### src/design/oale_pkg.sv
// Shared types and codes for the ordered array list engine.
package oale_pkg;

   // Request modes.
   typedef enum logic [1:0] {
      MODE_GET    = 2'd0,
      MODE_LOCATE = 2'd1,
      MODE_INSERT = 2'd2,
      MODE_DELETE = 2'd3
   } mode_type;

   // Result status codes.
   typedef enum logic [1:0] {
      STATUS_OK    = 2'd0,
      STATUS_RANGE = 2'd1,
      STATUS_FULL  = 2'd2
   } status_type;

   // Kinds of walk over the stored entries.
   typedef enum logic [1:0] {
      WALK_SCAN = 2'd0,
      WALK_UP   = 2'd1,
      WALK_DOWN = 2'd2
   } walk_kind_type;

   // Controller states.
   typedef enum logic [3:0] {
      ST_IDLE,
      ST_DECODE,
      ST_GET_WAIT,
      ST_DEL_WAIT,
      ST_SCAN,
      ST_SHIFT_UP,
      ST_SHIFT_DOWN,
      ST_PUT,
      ST_DONE
   } state_type;

   // Request transaction payload.
   typedef struct packed {
      mode_type    mode;
      logic [6:0]  position;
      logic [31:0] value;
   } req_type;

   // Result transaction payload.
   typedef struct packed {
      logic [31:0] read_word;
      logic [6:0]  found_position;
      logic [6:0]  entry_count;
      status_type  status;
   } rsp_type;

   // Commands from the controller to the datapath.
   typedef struct packed {
      logic          load_req;
      logic          rd_pos;
      logic          cap_word;
      logic          set_status;
      status_type    status_code;
      logic          set_found;
      logic          init_walk;
      walk_kind_type walk_kind;
      logic          walk_step;
      logic          put;
      logic          cnt_inc;
      logic          cnt_dec;
      logic          rsp_load;
   } cmd_type;

   // Status from the datapath to the controller.
   typedef struct packed {
      mode_type mode;
      logic     get_ok;
      logic     ins_ok;
      logic     full;
      logic     append;
      logic     del_last;
      logic     walk_busy;
      logic     match;
      logic     rsp_free;
   } stat_type;

endpackage

### src/design/oale_ram.sv
// Generic single-write, single-read RAM with registered read data.
module oale_ram #(
   parameter int WIDTH = 32,
   parameter int DEPTH = 64
) (
   input  logic                     clock,
   input  logic                     wr_en,
   input  logic [$clog2(DEPTH)-1:0] wr_addr,
   input  logic [WIDTH-1:0]         wr_data,
   input  logic [$clog2(DEPTH)-1:0] rd_addr,
   output logic [WIDTH-1:0]         rd_data
);

   logic [WIDTH-1:0] mem_ff [DEPTH];
   logic [WIDTH-1:0] rd_data_ff;

   // Write port and registered read port.
   always_ff @(posedge clock) begin
      if (wr_en) begin
         mem_ff[wr_addr] <= wr_data;
      end
      rd_data_ff <= mem_ff[rd_addr];
   end

   assign rd_data = rd_data_ff;

endmodule

### src/design/oale_datapath.sv
// Datapath: request registers, entry memory, walk pointers, count and result register.
module oale_datapath #(
   parameter int CAPACITY   = 64,
   parameter int WORD_WIDTH = 32
) (
   input  logic              clock,
   input  logic              reset,
   input  oale_pkg::cmd_type cmd,
   output oale_pkg::stat_type stat,
   input  oale_pkg::req_type req_payload,
   output logic              rsp_valid,
   input  logic              rsp_ready,
   output oale_pkg::rsp_type rsp_payload
);
   import oale_pkg::*;

   localparam int IW   = $clog2(CAPACITY);
   localparam int CW   = $clog2(CAPACITY + 1);
   localparam int CMPW = ((CW > 7) ? CW : 7) + 1;

   mode_type        mode_ff;
   logic [6:0]      pos_ff;
   logic [WORD_WIDTH-1:0] val_ff;
   logic [CW-1:0]   count_ff, count_in;
   logic [WORD_WIDTH-1:0] res_word_ff;
   logic [6:0]      res_found_ff;
   status_type      res_status_ff;

   walk_kind_type   walk_kind_ff, walk_kind_in;
   logic [IW-1:0]   idx_ff, idx_in;
   logic [IW-1:0]   end_ff, end_in;
   logic            issue_ff, issue_in;
   logic            pend_ff, pend_in;
   logic [IW-1:0]   pend_idx_ff, pend_idx_in;

   logic            rsp_valid_ff, rsp_valid_in;
   rsp_type         rsp_data_ff;

   logic [CMPW-1:0] pos_ext, cnt_ext, found_ext;
   logic [IW-1:0]   pos0, cnt_m1, walk_waddr;
   logic [WORD_WIDTH-1:0] val_w, ram_rd_data, ram_wr_data;
   logic [31:0]     word32;
   logic [IW-1:0]   ram_rd_addr, ram_wr_addr;
   logic            ram_wr_en, walk_wr;

   // Fit the request value to the stored word width.
   if (WORD_WIDTH <= 32) begin : g_val_narrow
      assign val_w = req_payload.value[WORD_WIDTH-1:0];
   end else begin : g_val_wide
      assign val_w = {{(WORD_WIDTH-32){1'b0}}, req_payload.value};
   end

   // Fit the stored word to the 32-bit result field.
   if (WORD_WIDTH >= 32) begin : g_word_wide
      assign word32 = res_word_ff[31:0];
   end else begin : g_word_narrow
      assign word32 = {{(32-WORD_WIDTH){1'b0}}, res_word_ff};
   end

   // Position and count arithmetic on a common width.
   assign pos_ext   = CMPW'(pos_ff);
   assign cnt_ext   = CMPW'(count_ff);
   assign pos0      = IW'(pos_ext - CMPW'(1));
   assign cnt_m1    = IW'(cnt_ext - CMPW'(1));
   assign found_ext = CMPW'(pend_idx_ff) + CMPW'(1);

   // Memory port steering: single reads by position, walk moves, and the insert write.
   assign walk_wr     = cmd.walk_step && pend_ff && (walk_kind_ff != WALK_SCAN);
   assign walk_waddr  = (walk_kind_ff == WALK_UP) ? (pend_idx_ff + IW'(1))
                                                  : (pend_idx_ff - IW'(1));
   assign ram_rd_addr = cmd.rd_pos ? pos0 : idx_ff;
   assign ram_wr_en   = cmd.put || walk_wr;
   assign ram_wr_addr = cmd.put ? pos0 : walk_waddr;
   assign ram_wr_data = cmd.put ? val_ff : ram_rd_data;

   oale_ram #(
      .WIDTH (WORD_WIDTH),
      .DEPTH (CAPACITY)
   ) u_entries (
      .clock   (clock),
      .wr_en   (ram_wr_en),
      .wr_addr (ram_wr_addr),
      .wr_data (ram_wr_data),
      .rd_addr (ram_rd_addr),
      .rd_data (ram_rd_data)
   );

   // Walk pointer: one read issued per step, the data lands in the next cycle.
   always_comb begin
      walk_kind_in = walk_kind_ff;
      idx_in       = idx_ff;
      end_in       = end_ff;
      issue_in     = issue_ff;
      pend_in      = pend_ff;
      pend_idx_in  = pend_idx_ff;
      if (cmd.init_walk) begin
         walk_kind_in = cmd.walk_kind;
         pend_in      = 1'b0;
         case (cmd.walk_kind)
            WALK_SCAN: begin
               idx_in   = '0;
               end_in   = cnt_m1;
               issue_in = (count_ff != '0);
            end
            WALK_UP: begin
               idx_in   = cnt_m1;
               end_in   = pos0;
               issue_in = 1'b1;
            end
            WALK_DOWN: begin
               idx_in   = pos0 + IW'(1);
               end_in   = cnt_m1;
               issue_in = 1'b1;
            end
            default: begin
               issue_in = 1'b0;
            end
         endcase
      end else if (cmd.walk_step) begin
         pend_in     = issue_ff;
         pend_idx_in = idx_ff;
         if (issue_ff) begin
            if (idx_ff == end_ff) begin
               issue_in = 1'b0;
            end else if (walk_kind_ff == WALK_UP) begin
               idx_in = idx_ff - IW'(1);
            end else begin
               idx_in = idx_ff + IW'(1);
            end
         end
      end
   end

   // Walk control flags.
   always_ff @(posedge clock) begin
      if (reset) begin
         issue_ff <= 1'b0;
         pend_ff  <= 1'b0;
      end else begin
         issue_ff <= issue_in;
         pend_ff  <= pend_in;
      end
   end

   // Walk pointers.
   always_ff @(posedge clock) begin
      walk_kind_ff <= walk_kind_in;
      idx_ff       <= idx_in;
      end_ff       <= end_in;
      pend_idx_ff  <= pend_idx_in;
   end

   // Entry count.
   always_comb begin
      count_in = count_ff;
      if (cmd.cnt_inc) begin
         count_in = count_ff + CW'(1);
      end else if (cmd.cnt_dec) begin
         count_in = count_ff - CW'(1);
      end
   end

   always_ff @(posedge clock) begin
      if (reset) begin
         count_ff <= '0;
      end else begin
         count_ff <= count_in;
      end
   end

   // Request capture and the result being built.
   always_ff @(posedge clock) begin
      if (cmd.load_req) begin
         mode_ff       <= req_payload.mode;
         pos_ff        <= req_payload.position;
         val_ff        <= val_w;
         res_word_ff   <= '0;
         res_found_ff  <= '0;
         res_status_ff <= STATUS_OK;
      end
      if (cmd.set_status) begin
         res_status_ff <= cmd.status_code;
      end
      if (cmd.cap_word) begin
         res_word_ff <= ram_rd_data;
      end
      if (cmd.set_found) begin
         res_found_ff <= found_ext[6:0];
      end
   end

   // Output register for the result transaction.
   always_comb begin
      rsp_valid_in = rsp_valid_ff;
      if (cmd.rsp_load) begin
         rsp_valid_in = 1'b1;
      end else if (rsp_ready) begin
         rsp_valid_in = 1'b0;
      end
   end

   always_ff @(posedge clock) begin
      if (reset) begin
         rsp_valid_ff <= 1'b0;
      end else begin
         rsp_valid_ff <= rsp_valid_in;
      end
   end

   always_ff @(posedge clock) begin
      if (cmd.rsp_load) begin
         rsp_data_ff.read_word      <= word32;
         rsp_data_ff.found_position <= res_found_ff;
         rsp_data_ff.entry_count    <= cnt_ext[6:0];
         rsp_data_ff.status         <= res_status_ff;
      end
   end

   assign rsp_valid   = rsp_valid_ff;
   assign rsp_payload = rsp_data_ff;

   // Status toward the controller.
   always_comb begin
      stat.mode      = mode_ff;
      stat.get_ok    = (pos_ext != '0) && (pos_ext <= cnt_ext);
      stat.ins_ok    = (pos_ext != '0) && (pos_ext <= (cnt_ext + CMPW'(1)));
      stat.full      = (count_ff == CW'(CAPACITY));
      stat.append    = (pos_ext == (cnt_ext + CMPW'(1)));
      stat.del_last  = (pos_ext == cnt_ext);
      stat.walk_busy = issue_ff || pend_ff;
      stat.match     = pend_ff && (walk_kind_ff == WALK_SCAN) && (ram_rd_data == val_ff);
      stat.rsp_free  = !rsp_valid_ff || rsp_ready;
   end

endmodule

### src/design/oale_controller.sv
// Controller state machine that sequences each request through the datapath.
module oale_controller (
   input  logic               clock,
   input  logic               reset,
   input  logic               req_valid,
   output logic               req_ready,
   output oale_pkg::cmd_type  cmd,
   input  oale_pkg::stat_type stat
);
   import oale_pkg::*;

   state_type state_ff, state_in;

   // Next state.
   always_comb begin
      state_in = state_ff;
      unique case (state_ff)
         ST_IDLE: begin
            if (req_valid) begin
               state_in = ST_DECODE;
            end
         end
         ST_DECODE: begin
            unique case (stat.mode)
               MODE_GET:    state_in = stat.get_ok ? ST_GET_WAIT : ST_DONE;
               MODE_LOCATE: state_in = ST_SCAN;
               MODE_INSERT: begin
                  if (stat.full || !stat.ins_ok) begin
                     state_in = ST_DONE;
                  end else if (stat.append) begin
                     state_in = ST_PUT;
                  end else begin
                     state_in = ST_SHIFT_UP;
                  end
               end
               MODE_DELETE: state_in = stat.get_ok ? ST_DEL_WAIT : ST_DONE;
               default:     state_in = ST_DONE;
            endcase
         end
         ST_GET_WAIT: state_in = ST_DONE;
         ST_DEL_WAIT: state_in = stat.del_last ? ST_DONE : ST_SHIFT_DOWN;
         ST_SCAN: begin
            if (stat.match || !stat.walk_busy) begin
               state_in = ST_DONE;
            end
         end
         ST_SHIFT_UP: begin
            if (!stat.walk_busy) begin
               state_in = ST_PUT;
            end
         end
         ST_SHIFT_DOWN: begin
            if (!stat.walk_busy) begin
               state_in = ST_DONE;
            end
         end
         ST_PUT: state_in = ST_DONE;
         ST_DONE: begin
            if (stat.rsp_free) begin
               state_in = ST_IDLE;
            end
         end
         default: state_in = ST_IDLE;
      endcase
   end

   // Commands for each state.
   always_comb begin
      cmd       = '0;
      req_ready = 1'b0;
      unique case (state_ff)
         ST_IDLE: begin
            req_ready    = 1'b1;
            cmd.load_req = req_valid;
         end
         ST_DECODE: begin
            unique case (stat.mode)
               MODE_GET: begin
                  if (stat.get_ok) begin
                     cmd.rd_pos = 1'b1;
                  end else begin
                     cmd.set_status  = 1'b1;
                     cmd.status_code = STATUS_RANGE;
                  end
               end
               MODE_LOCATE: begin
                  cmd.init_walk = 1'b1;
                  cmd.walk_kind = WALK_SCAN;
               end
               MODE_INSERT: begin
                  if (stat.full) begin
                     cmd.set_status  = 1'b1;
                     cmd.status_code = STATUS_FULL;
                  end else if (!stat.ins_ok) begin
                     cmd.set_status  = 1'b1;
                     cmd.status_code = STATUS_RANGE;
                  end else if (!stat.append) begin
                     cmd.init_walk = 1'b1;
                     cmd.walk_kind = WALK_UP;
                  end
               end
               MODE_DELETE: begin
                  if (stat.get_ok) begin
                     cmd.rd_pos = 1'b1;
                  end else begin
                     cmd.set_status  = 1'b1;
                     cmd.status_code = STATUS_RANGE;
                  end
               end
               default: begin
                  cmd.set_status  = 1'b1;
                  cmd.status_code = STATUS_RANGE;
               end
            endcase
         end
         ST_GET_WAIT: begin
            cmd.cap_word = 1'b1;
         end
         ST_DEL_WAIT: begin
            cmd.cap_word = 1'b1;
            if (stat.del_last) begin
               cmd.cnt_dec = 1'b1;
            end else begin
               cmd.init_walk = 1'b1;
               cmd.walk_kind = WALK_DOWN;
            end
         end
         ST_SCAN: begin
            cmd.walk_step = 1'b1;
            cmd.set_found = stat.match;
         end
         ST_SHIFT_UP: begin
            cmd.walk_step = 1'b1;
         end
         ST_SHIFT_DOWN: begin
            cmd.walk_step = 1'b1;
            cmd.cnt_dec   = !stat.walk_busy;
         end
         ST_PUT: begin
            cmd.put     = 1'b1;
            cmd.cnt_inc = 1'b1;
         end
         ST_DONE: begin
            cmd.rsp_load = stat.rsp_free;
         end
         default: begin
            cmd = '0;
         end
      endcase
   end

   // State register.
   always_ff @(posedge clock) begin
      if (reset) begin
         state_ff <= ST_IDLE;
      end else begin
         state_ff <= state_in;
      end
   end

endmodule

### src/design/ordered_array_list_engine.sv
// Top level of the ordered array list engine: controller, datapath and checks.
//
//   Channel | Ports                             | Carries
//   --------+-----------------------------------+-----------------------------------
//   request | req_valid, req_ready, req_payload | mode, position, value
//   result  | rsp_valid, rsp_ready, rsp_payload | read_word, found_position,
//           |                                   | entry_count, status
//
// One request is worked at a time; the entry memory has one read and one write
// port, and every walk reads one entry per cycle through it; shifts move that entry.
// Locate stops at the first match.
// Reset clears the entry count and all control state; the memory is not cleared.
// A result waits in the output register while the next request is accepted.
module ordered_array_list_engine #(
   parameter int CAPACITY   = 64,
   parameter int WORD_WIDTH = 32
) (
   input  logic              clock,
   input  logic              reset,
   input  logic              req_valid,
   output logic              req_ready,
   input  oale_pkg::req_type req_payload,
   output logic              rsp_valid,
   input  logic              rsp_ready,
   output oale_pkg::rsp_type rsp_payload
);
   import oale_pkg::*;

   cmd_type  cmd;
   stat_type stat;

   oale_controller u_controller (
      .clock     (clock),
      .reset     (reset),
      .req_valid (req_valid),
      .req_ready (req_ready),
      .cmd       (cmd),
      .stat      (stat)
   );

   oale_datapath #(
      .CAPACITY   (CAPACITY),
      .WORD_WIDTH (WORD_WIDTH)
   ) u_datapath (
      .clock       (clock),
      .reset       (reset),
      .cmd         (cmd),
      .stat        (stat),
      .req_payload (req_payload),
      .rsp_valid   (rsp_valid),
      .rsp_ready   (rsp_ready),
      .rsp_payload (rsp_payload)
   );

   // After a request transaction the block is busy in the next cycle.
   assert property (@(posedge clock) disable iff (reset)
      (req_valid && req_ready) |=> !req_ready)
      else $error("request accepted while the previous one was still decoding");

   // A result is loaded only when the output register can take it.
   assert property (@(posedge clock) disable iff (reset)
      cmd.rsp_load |-> stat.rsp_free)
      else $error("result loaded over an untaken result");

   // Loading a result shows it and frees the request side.
   assert property (@(posedge clock) disable iff (reset)
      cmd.rsp_load |=> (rsp_valid && req_ready))
      else $error("loaded result not presented or block not idle");

   // An insert write happens only on an insert that is in range and not full.
   assert property (@(posedge clock) disable iff (reset)
      cmd.put |-> (stat.ins_ok && !stat.full && (stat.mode == MODE_INSERT)))
      else $error("insert write on an invalid request");

endmodule
### config.mk
export PLATFORM = sky130hd
export DESIGN_NAME = ordered_array_list_engine
export DESIGN_NICKNAME = d
export VERILOG_FILES = /design/src/design/oale_pkg.sv /design/src/design/oale_ram.sv /design/src/design/oale_datapath.sv /design/src/design/oale_controller.sv /design/src/design/ordered_array_list_engine.sv
export SDC_FILE = /design/constraint.sdc
export NUM_CORES = 2
export LEC_CHECK = 0
export BUFFER_PORTS_ARGS = -buffer_cell sky130_fd_sc_hd__buf_2
export CORE_MARGIN = 4
export CORE_UTILIZATION = 29
export DETAILED_ROUTE_END_ITERATION = 16
export GPL_TIMING_DRIVEN = 0
export HOLD_SLACK_MARGIN = 0.15
export SYNTH_ARGS = -nofsm -noshare
export SYNTH_HDL_FRONTEND = slang
export SYNTH_SLANG_ARGS = --single-unit
### constraint.sdc
create_clock -name clock -period 5.95 [get_ports clock]
set_input_delay 0.595 -clock clock [delete_from_list [all_inputs] [get_ports clock]]
set_output_delay 0.595 -clock clock [all_outputs]
set_load 0.01 [all_outputs]
==> qor.txt <==
status = finished with violations
failing checks = antenna violations, max-slew violations, negative setup slack
Via Count = 50310
CP Max Fanout = 10
final clock skew = 58.57 ps
Syn Inst Count = 4953
dpl hpwl = 188000 um
share of layout cells above drive strength 1 = 19.76%
Post-Synth Adder-Cell Area = 0.6388%
Final Util = 34.66%
Synth Area in Compound Gates = 5.130%
Least-Margin Pin Slew = 1593 ps
clock transition at the registers of the reported paths = 60 ps
delay of the slowest cell on the worst path = 940 ps
Die Wd = 558.1 um
Flop pwr share = 48.7%
worst r2r src = u_datapath.pos_ff[0]
largest net degree at the start of global routing = 65
cells along the critical path = clkbuf_1, inv_1, ha_1, nand3b_1, nor2_1, a21oi_1, clkbuf_1, or4_1, nand2_1, clkdlybuf4s15_1, a222oi_1, nor4b_2, nor4_2
WS Path Type = flop to flop
Setup crit start = u_datapath.pos_ff[0]
Setup WS post-layout = -35.46 ps
final wirelength = 278700 um
#FFs+latches synth = 2244
die height = 558.1 um
Max Clock Freq = 0.1671 GHz
total placed cells including tap cells = 9107
area grow syn2layout = 18.70%
syn_nets = 5041
Crit path top cell by count = clkbuf_1
Hold Path Class = primary input to flop
Post-Synth Simple-Gate Area = 4.300%
Max clock buf depth = 3
Most used DFF post-synth = edfxtp_1
Clock Power Share = 34.8%
via/cell ratio = 5.264
Routed WL per cell = 29.16 um
Max-cap violations = 0
Post-synth EDFFs = 2198
DRC = 0
CP Data Required Time = 6610 ps
switching pwr = 0.01091 W
vias in the first global route = 47870
most frequent cells in the layout = 2198 x edfxtp_1, 521 x mux2i_1, 306 x nand2_1, 256 x mux2_2, 212 x clkbuf_16
DR pass1 iterations = 9
Nets = 5491
FP Rows = 201
hold_ws = 264.7 ps
total CTS buffers = 211
clock sinks = 2244
Die Area = 311400 sq um
Slew Viols, Final = 3
CP top delay family = simple AND/OR/NAND/NOR gates
initial antenna violation count = 31
pwr dens = 374.9 nW/um^2
sequential-to-total area share from yosys stat = 76.27%
commonest non-fill, non-tap cell in the layout = edfxtp_1
critical path launch point type = flop
Syn. warnings = 0
Combinational Power Share = 16.5%
clock latency on the worst-skew pair = 870 ps
first-pass GRT wire length = 381100 um
Routability Congestion = 0.9903
RSZ-0062 raised after global routing = no
antenna violation net count after detailed routing = 1
critical path's slowest cell = nor4b_2
Crit. End Element = flop
I/O Buffers = 94
Yosys cell types = 58
H-tree Lvls = 4
ys async rst share = 0%
Crit path buffers/inverters = 4
Relative slew margins = -6.174%
critical path arrival = 6650 ps
Final Hold Viols = 0
mux contribution to synthesized area = 11.31%
initial core utilization = 29.20%
CTS tree = done
Post-Layout Cell Count = 9558
Worst IR Drop VDD = 0.0003402 V
GR Overflow Total = 0
final setup vio count = 2
Leakage = 33.32 nW
Root Buffer Master = clkbuf_16
post-synthesis xor/xnor area fraction = 0.7686%
io pins = 95
Final Power = 0.03905 W
Net Sw Frac = 27.95%
period utilisation layout = 100.6%
Avg Inst Size Synth = 17.72 sq um
Core Region = 300500 sq um
Total Routing Usage GR = 17.34%
Internal = 0.02813 W
worst hold start = req_valid
initial drt markers = 8177
Tmin final = 5985 ps
mapped cell area = 87750 sq um
main combinational cell family by area after synthesis = multiplexers
## power by group through the flow
stage / registers, W / clock network, W / logic [W]
finish: 0.0190 / 0.0136 / 0.00644
global route: 0.0190 / 0.0144 / 0.00659
CTS: 0.0190 / 0.0137 / 0.00624
detailed placement: 0.0193 / 0 / 0.00614
global placement: 0.0194 / 0 / 0.00571
floorplan: 0.0193 / 0 / 0.00306
## worst reg2reg max path, stage by stage, from the launching register on
cell and delay (ps):
edfxtp_1 370, clkbuf_1 400, inv_1 280, ha_1 370, nand3b_1 160, nor2_1 80
a21oi_1 270, clkbuf_1 460, or4_1 230, nand2_1 210, clkdlybuf4s15_1 750, a222oi_1 950
nor4b_2 950, nor4_2 300
## final timing paths
check,cells after the start,to,slack [ps]
worst min-delay path,5,u_controller.state_ff[0],260
worst max register to register,13,u_datapath.u_entries.rd_data[22],-40
worst max-delay path,13,u_datapath.u_entries.rd_data[22],-40
worst min register to register,0,u_datapath.rsp_payload[47],420
## registers in the layout (all words and copies together) (netlist names)
register and cells:
u_datapath.rsp_payload 48, u_datapath.val_ff 32, u_controller.state_ff 4, u_datapath.end_ff 6, u_datapath.pend_idx_ff 6, u_datapath.res_word_ff 32
u_datapath.pos_ff 7, u_datapath.rsp_valid 1, u_datapath.idx_ff 6, u_datapath.mode_ff 2, u_datapath.issue_ff 1, u_datapath.u_entries.rd_data 32
u_datapath.pend_ff 1, u_datapath.count_ff 7, u_datapath.res_found_ff 7, u_datapath.res_status_ff 2, u_datapath.walk_kind_ff 2, u_datapath.u_entries.mem_ff 2048
## through the flow
step / instance area (sq um) / TNS (ps) / setup slack [ps]
6_report: 104200 / -58.50 / -35.46
5_1_grt: 104100 / 0 / 2.950
4_1_cts: 103900 / 0 / 2.527
3_5_place_dp: 95990 / -24940 / -1399
3_3_place_gp: 93170 / -2289250 / -1794
2_1_floorplan: 87750 / 0 / 1680
## what timing repair did
item | in CTS | in global routing
gates cloned | 0 | 0
setup buffers | 0 | 0
hold buffers | 44 | 0
endpoints found under the hold margin | 46 | 0
gates resized for setup | 86 | 42
setup endpoints to repair | 31 | 31
pin swaps | 4 | 7
## cells by family (layout without fill, tap and decap cells)
family / Yosys count / after routing
compound gates: 614 / 614
xor+xnor: 77 / 77
fa+ha+maj: 43 / 43
buf+inv: 306 / 934
flops: 2244 / 2244
mux: 939 / 939
other cells: 0 / 19
simple gates: 730 / 730
## cells in the mapped netlist (11+ instances only)
library cell / count / share of area, %
mux2_2: 288 / 3.7
nand4_1: 11 / 0.078
xnor2_1: 32 / 0.32
nand2_1: 306 / 1.3
and2_1: 38 / 0.27
mux2i_1: 521 / 5.9
ha_1: 40 / 0.57
nor3_1: 16 / 0.091
nor2_1: 131 / 0.56
o21ai_0: 13 / 0.074
clkbuf_1: 155 / 0.66
nor4_1: 50 / 0.36
o22ai_1: 129 / 0.92
nor4b_1: 130 / 1.3
mux2_1: 130 / 1.7
inv_1: 30 / 0.13
buf_2: 99 / 0.56
dfxtp_1: 46 / 1.0
a21oi_1: 166 / 0.95
nand3_1: 17 / 0.097
o221ai_1: 128 / 1.3
a222oi_1: 128 / 1.5
xor2_1: 45 / 0.45
edfxtp_1: 2198 / 75
buf_6: 16 / 0.21
a21o_1: 15 / 0.13
## layout make-up
type / instances / area (sq um)
fillers: 27910 / 196400
plain buffers: 273 / 1315
inverters: 30 / 112.6
flip-flops and latches: 2244 / 66920
multi-input cells: 2403 / 20980
diodes: 19 / 47.55
clock inverters: 140 / 1506
clock buffers: 251 / 5451
well taps: 3958 / 4952
repair buffers: 240 / 2868
## routing by layer
metal	GRT usage [%]	part of all wire [%]	up-vias	routed length (um)
met4	8.652	5.3	6	14800
met3	4.446	12	500	33000
met1	23.62	39	25770	109200
met5	0	0.014	-	40
met2	25.60	44	3201	121700
li1	-	-	20840	-
Power figures use the tool's default switching activity.
